===== config.mk =====
export PLATFORM = sky130hd
export DESIGN_NAME = lzssd_ctrl
export DESIGN_NICKNAME = d
export VERILOG_FILES = /design/src/rtl/lzssd_pkg.sv /design/src/rtl/lzssd_ctrl.sv
export SDC_FILE = /design/constraint.sdc
export NUM_CORES = 1
export LEC_CHECK = 0
export BUFFER_PORTS_ARGS = -buffer_cell sky130_fd_sc_hd__buf_2
export CAP_MARGIN = 0
export CORE_AREA = 2 2 39 41
export CTS_CLUSTER_DIAMETER = 150
export DETAILED_ROUTE_END_ITERATION = 6
export DIE_AREA = 0 0 41 43
export GPL_TIMING_DRIVEN = 0
export SETUP_SLACK_MARGIN = 0.1
export SYNTH_ARGS = -nofsm -noshare
export SYNTH_HDL_FRONTEND = slang
export SYNTH_SLANG_ARGS = --single-unit

===== constraint.sdc =====
create_clock -name clock -period 1.9 [get_ports clock]
set_clock_uncertainty 0.15 [all_clocks]
set_input_delay 0.38 -clock clock [delete_from_list [all_inputs] [get_ports clock]]
set_output_delay 0.38 -clock clock [all_outputs]
set_load 0.02 [all_outputs]

===== src/rtl/lzssd_pkg.sv =====
package lzssd_pkg;

   // window geometry and token layout
   localparam int POS_BITS   = 11;
   localparam int LEN_BITS   = 4;
   localparam int WIN_SIZE   = 1 << POS_BITS;
   localparam int LOOKAHEAD  = (1 << LEN_BITS) + 1;
   localparam int LIT_BITS   = 8;
   localparam int MATCH_BITS = POS_BITS + LEN_BITS;
   localparam int TCNT_W     = $clog2(MATCH_BITS + 1);
   localparam int FILL_W     = POS_BITS + 1;
   localparam int REM_W      = LEN_BITS + 1;
   localparam int BCNT_W     = $clog2(LIT_BITS + 1);

   localparam logic [POS_BITS-1:0] WP_RESET = POS_BITS'(WIN_SIZE - LOOKAHEAD);
   localparam logic [7:0] SPACE_CHAR = 8'h20;
   localparam logic [7:0] ZERO_CHAR  = 8'h00;

   // controller to datapath
   typedef struct packed {
      logic load;      // take a new compressed byte
      logic step;      // consume one bit of it
      logic rd;        // read the window at the copy source
      logic put_lit;   // store and emit the literal
      logic put_copy;  // store and emit the byte just read
   } ctrl_cmd_type;

   // datapath to controller
   typedef struct packed {
      logic lit_done;    // the bit being consumed completes a literal
      logic match_done;  // the bit being consumed completes a match
      logic step_more;   // more bits remain after the one being consumed
      logic bits_left;   // bits of the current byte still unconsumed
      logic copy_last;   // the pending copy byte is the last of the match
      logic out_free;    // output register can take a byte this cycle
   } dp_status_type;

endpackage


===== src/rtl/lzssd_ctrl.sv =====
module lzssd_ctrl (
   input  logic                         clock,
   input  logic                         reset,
   input  logic                         req_valid,
   output logic                         req_ready,
   input  lzssd_pkg::dp_status_type     sts,
   output lzssd_pkg::ctrl_cmd_type      cmd
);
   import lzssd_pkg::*;

   typedef enum logic [2:0] {
      ST_IDLE,
      ST_BIT,
      ST_LIT,
      ST_RD,
      ST_WR
   } state_type;

   state_type state_ff, state_in;

   assign req_ready = (state_ff == ST_IDLE);

   always_comb begin
      state_in = state_ff;
      cmd      = '0;
      unique case (state_ff)
         ST_IDLE: begin
            if (req_valid) begin
               cmd.load = 1'b1;
               state_in = ST_BIT;
            end
         end
         ST_BIT: begin
            cmd.step = 1'b1;
            if (sts.lit_done) begin
               state_in = ST_LIT;
            end else if (sts.match_done) begin
               state_in = ST_RD;
            end else if (!sts.step_more) begin
               state_in = ST_IDLE;
            end
         end
         ST_LIT: begin
            if (sts.out_free) begin
               cmd.put_lit = 1'b1;
               state_in    = sts.bits_left ? ST_BIT : ST_IDLE;
            end
         end
         ST_RD: begin
            cmd.rd   = 1'b1;
            state_in = ST_WR;
         end
         ST_WR: begin
            if (sts.out_free) begin
               cmd.put_copy = 1'b1;
               if (sts.copy_last) begin
                  state_in = sts.bits_left ? ST_BIT : ST_IDLE;
               end else begin
                  state_in = ST_RD;
               end
            end
         end
         default: state_in = ST_IDLE;
      endcase
   end

   always_ff @(posedge clock) begin
      if (reset) begin
         state_ff <= ST_IDLE;
      end else begin
         state_ff <= state_in;
      end
   end

endmodule


# Word level (Yosys, flattened, before mapping)
# Cells that the tools add are included.
# totals
out_inout_bits	6
elab_cells	27
regBits	3
in_bits	9
# classes
n_mux	16
n_eq_ne	8
reduce_logical	2
# ops
operator	count
3-bit 2-to-1 mux	6
3-bit one-hot mux with 5 select lines	1
1-bit 2-to-1 mux	8
3-bit by 2-bit == test with 1-bit output, second input constant	2
2-bit inequality test, second input constant	3
4-bit inequality test, second input constant	1
4-bit AND reduction	1
3-bit by 1-bit == test with 1-bit output, second input constant	1
3-bit == test, second input constant	1
3-bit logical NOT	1
2-bit 2-to-1 mux	1

# Depth between registers and ports, before layout
# depth
ltp_word	4
mapped_depth	5
ltp_nobuf	4

# Worst setup path after synthesis
# OpenSTA, ideal clock, no wires.
# synth_timing
path_type	register to output
from	register state_ff[1]
to	output port cmd[4] (netlist name)
n_path_buf	1
stages_incl_launch_ff	4
required_ns	1.370
arrival_time_ns	1.365
path_slack_ns	0.005
path_cell_list	dfxtp_1 clkbuf_1 nor3_1 and2_1
# synth_rtl
item	line_no	text
from (decl)	lzssd_ctrl.sv:19	state_type state_ff, state_in;
from (signal assigned)	lzssd_ctrl.sv:71	state_ff <= state_in;
to (decl)	lzssd_ctrl.sv:7	output lzssd_pkg::ctrl_cmd_type cmd

==> flow_metrics.tcl <==
set metrics [dict create \
    outcome "finished, final reports clean" \
    hold_violations 0 \
    fin_hold_ws_ns 0.222 \
    holdPathStages 2 \
    start_kind "register" \
    nets 64 \
    r2r-start "state_ff[2]$_SDFFE_PP0P_" \
    drive_above_1_share_pct 46.3 \
    grt_usage_pct 7.41 \
    rrSetupSlack_ns 0.49 \
    final_common_cell "buf_2" \
    setup_viol 0 \
    path_buf_inv 2 \
    regMostFlops "state_ff" \
    yosys.area.top_type "dfxtp_1" \
    viasPerCell 4.41 \
    cts.sinks 3 \
    die_w_um 41 \
    yosysSeqAreaShare_pct 23.4 \
    cts_buffer_depth 2 \
    grt-ovfl-total 0 \
    num_rows 14 \
    cp.arrival_ns 1.19 \
    cts_setup_buffers 0 \
    met1_usage_pct 11.8 \
    fin_crit_ns 1.72 \
    cpPeakStageDelay_ns 0.31 \
    syn_inst 36 \
    synthTopCellsByArea "dfxtp_1, nor2_1, a41oi_2, nor3_1, inv_1" \
    ios 15 \
    vias 309 \
    p_clk_share_pct 39.5 \
    critPathMaxFanout 10 \
    synth_nets 45 \
    grt_max_degree 11 \
    drt_iter0_markers 3 \
    firstDrtPassIters 4 \
    netlist.area_leader.share_pct 23.4 \
    p_switching_mw 0.0915 \
    grt_util_met3_pct 3.14 \
    die_h_um 43 \
    swShare_pct 33.0 \
    post-dp-hpwl_um 496 \
    r2r_cells 5 \
    core_area_mm2 0.00138 \
    synth_cell_types 21 \
    drc_errors 0 \
    grt_pass1_vias 229 \
    post_synth.cell_area_avg_um2 7.12 \
    max_cap_violations 0 \
    total_power_mw 0.278 \
    hp-class "input port to register" \
    initial_core_util_pct 18.5 \
    critPathRequiredTime_ns 1.37 \
    grt_pass1_wl_um 897 \
    clk_pin_slew_ns 0.04 \
    setup_tns_ns 0 \
    cts_made_buffers 3 \
    worst-setup-path-type "register to primary output" \
    hp-start "reset" \
    ant_nets 0 \
    powerDensity_mw_per_mm2 718 \
    reg.largest.list "state_ff (3)" \
    seq_power_share_pct 27.9 \
    h-tree-depth 1 \
    maxSlewViolCount 0 \
    antenna_found_initial 0 \
    path_delay_family "simple AND/OR/NAND/NOR gates" \
    r2r-end "state_ff[1]$_SDFFE_PP0P_" \
    dp_cells 66 \
    rsz0062_at_grt "yes" \
    tightest_slew_ns 0.265 \
    mostFrequentLayoutCells "buf_2, inv_1, nand2_1" \
    utilization_pct 27.9 \
    worstPathCellList "buf_6, nand2b_2, nor2_2, buf_2" \
    power.internal_mw 0.186 \
    slew_headroom_pct 82.1 \
    leakage_nw 0.180 \
    yosys_warnings 0 \
    cts-root-buf "clkbuf_4" \
    antenna_cells 0 \
    place.gp.congestion 0.764 \
    ir_drop_v 0.000289 \
    cp_slowest_cell "dfxtp_1" \
    routed_wl_um 620 \
    clock_latency_ns 0.23 \
    cts_hold_buf 0 \
    wl_per_cell_um 8.86 \
    power_frac_comb_pct 32.6 \
    period_share_pct 90.3 \
    min_to "state_ff[2]$_SDFFE_PP0P_" \
    cp-end-kind "primary output" \
    syn_area_um2 256 \
    final_cells 70 \
    largest_reg_flops 3 \
    synth_seq_cells 3 \
    grt_util_met2_pct 7.81 \
    cts_tree "built" \
    fmax_ghz 0.583 \
    grt.busiest_layer "met1" \
    port_buffers 14 \
    synthToLayoutAreaGrowth_pct 50.7 \
    die_area_mm2 0.00176 \
]
worst register-to-register path, cell delays in order, from the launching register on:
cell and delay, ns:
dfxtp_1 0.31, buf_6 0.14, or3b_1 0.36, a41oi_2 0.21
nand2_1 0.09, o21ai_2 0.10
area by class of cell:
cell class	count	area, µm²
repair buffers	14	70.1
inverters	4	15.0
well taps	16	20.0
fillers	155	997
flip-flops and latches	3	60.1
plain buffers	2	16.3
clock buffers	4	26.3
multi-input cells	27	179
through the flow:
stage                     instance area, µm²  setup slack (ns)
final                                    387             0.184
after global routing                     387            0.0916
after global placement                   352             0.298
after detailed placement                 352             0.286
after CTS                                379             0.142
after floorplan                          262             0.213
Yosys cell counts:
library cell / n
o21ai_0: 1
nand4_1: 1
o22ai_1: 1
nand2_1: 4
nor4_1: 1
clkbuf_1: 1
inv_1: 4
nand3_1: 1
o41ai_1: 1
o21ai_2: 1
nor3_1: 3
dfxtp_1: 3
nand2b_1: 2
nand4bb_1: 1
nand3b_1: 1
or3b_1: 1
buf_6: 1
nand4b_1: 1
a41oi_2: 1
nor2_1: 5
and2_1: 1
worst max-delay path by stage:
stage,startpoint,endpoint,slack (ns),cells past startpoint
2_1_floorplan,state_ff[1]$_SDFFE_PP0P_,cmd[4],0.21,3
3_3_place_gp,state_ff[1]$_SDFFE_PP0P_,cmd[2],0.30,4
3_5_place_dp,state_ff[1]$_SDFFE_PP0P_,cmd[2],0.29,4
4_1_cts,state_ff[2]$_SDFFE_PP0P_,cmd[2],0.14,4
5_1_grt,state_ff[2]$_SDFFE_PP0P_,cmd[3],0.09,4
6_report,state_ff[2]$_SDFFE_PP0P_,cmd[3],0.18,4
logic make-up after synthesis:
kind of cell | Yosys count | synth area share [%]
and+or+nand+nor | 22 | 47.3
buffers and inverters | 6 | 11.7
DFF | 3 | 23.4
AOI/OAI and AO/OA | 5 | 17.6
power by group through the flow:
stage                     Combinational [mW]  Sequential [mW]  Clock, mW
after floorplan                       0.0592           0.0755          0
after global placement                0.0864           0.0779          0
after detailed placement              0.0872           0.0781          0
after CTS                             0.0876           0.0767      0.117
after global routing                   0.100           0.0781      0.125
final                                 0.0904           0.0775      0.110
timing repair:
item | in CTS | in global routing
setup endpoints to repair | 3 | 3
pin swaps | 0 | 0
gates resized for setup | 1 | 4
per-layer routing:
metal,up-vias,wire length (µm)
li1,168,-
met1,129,317
met2,12,244
met3,0,59
met4,0,0
met5,-,0
(Power assumes the default switching activity.)
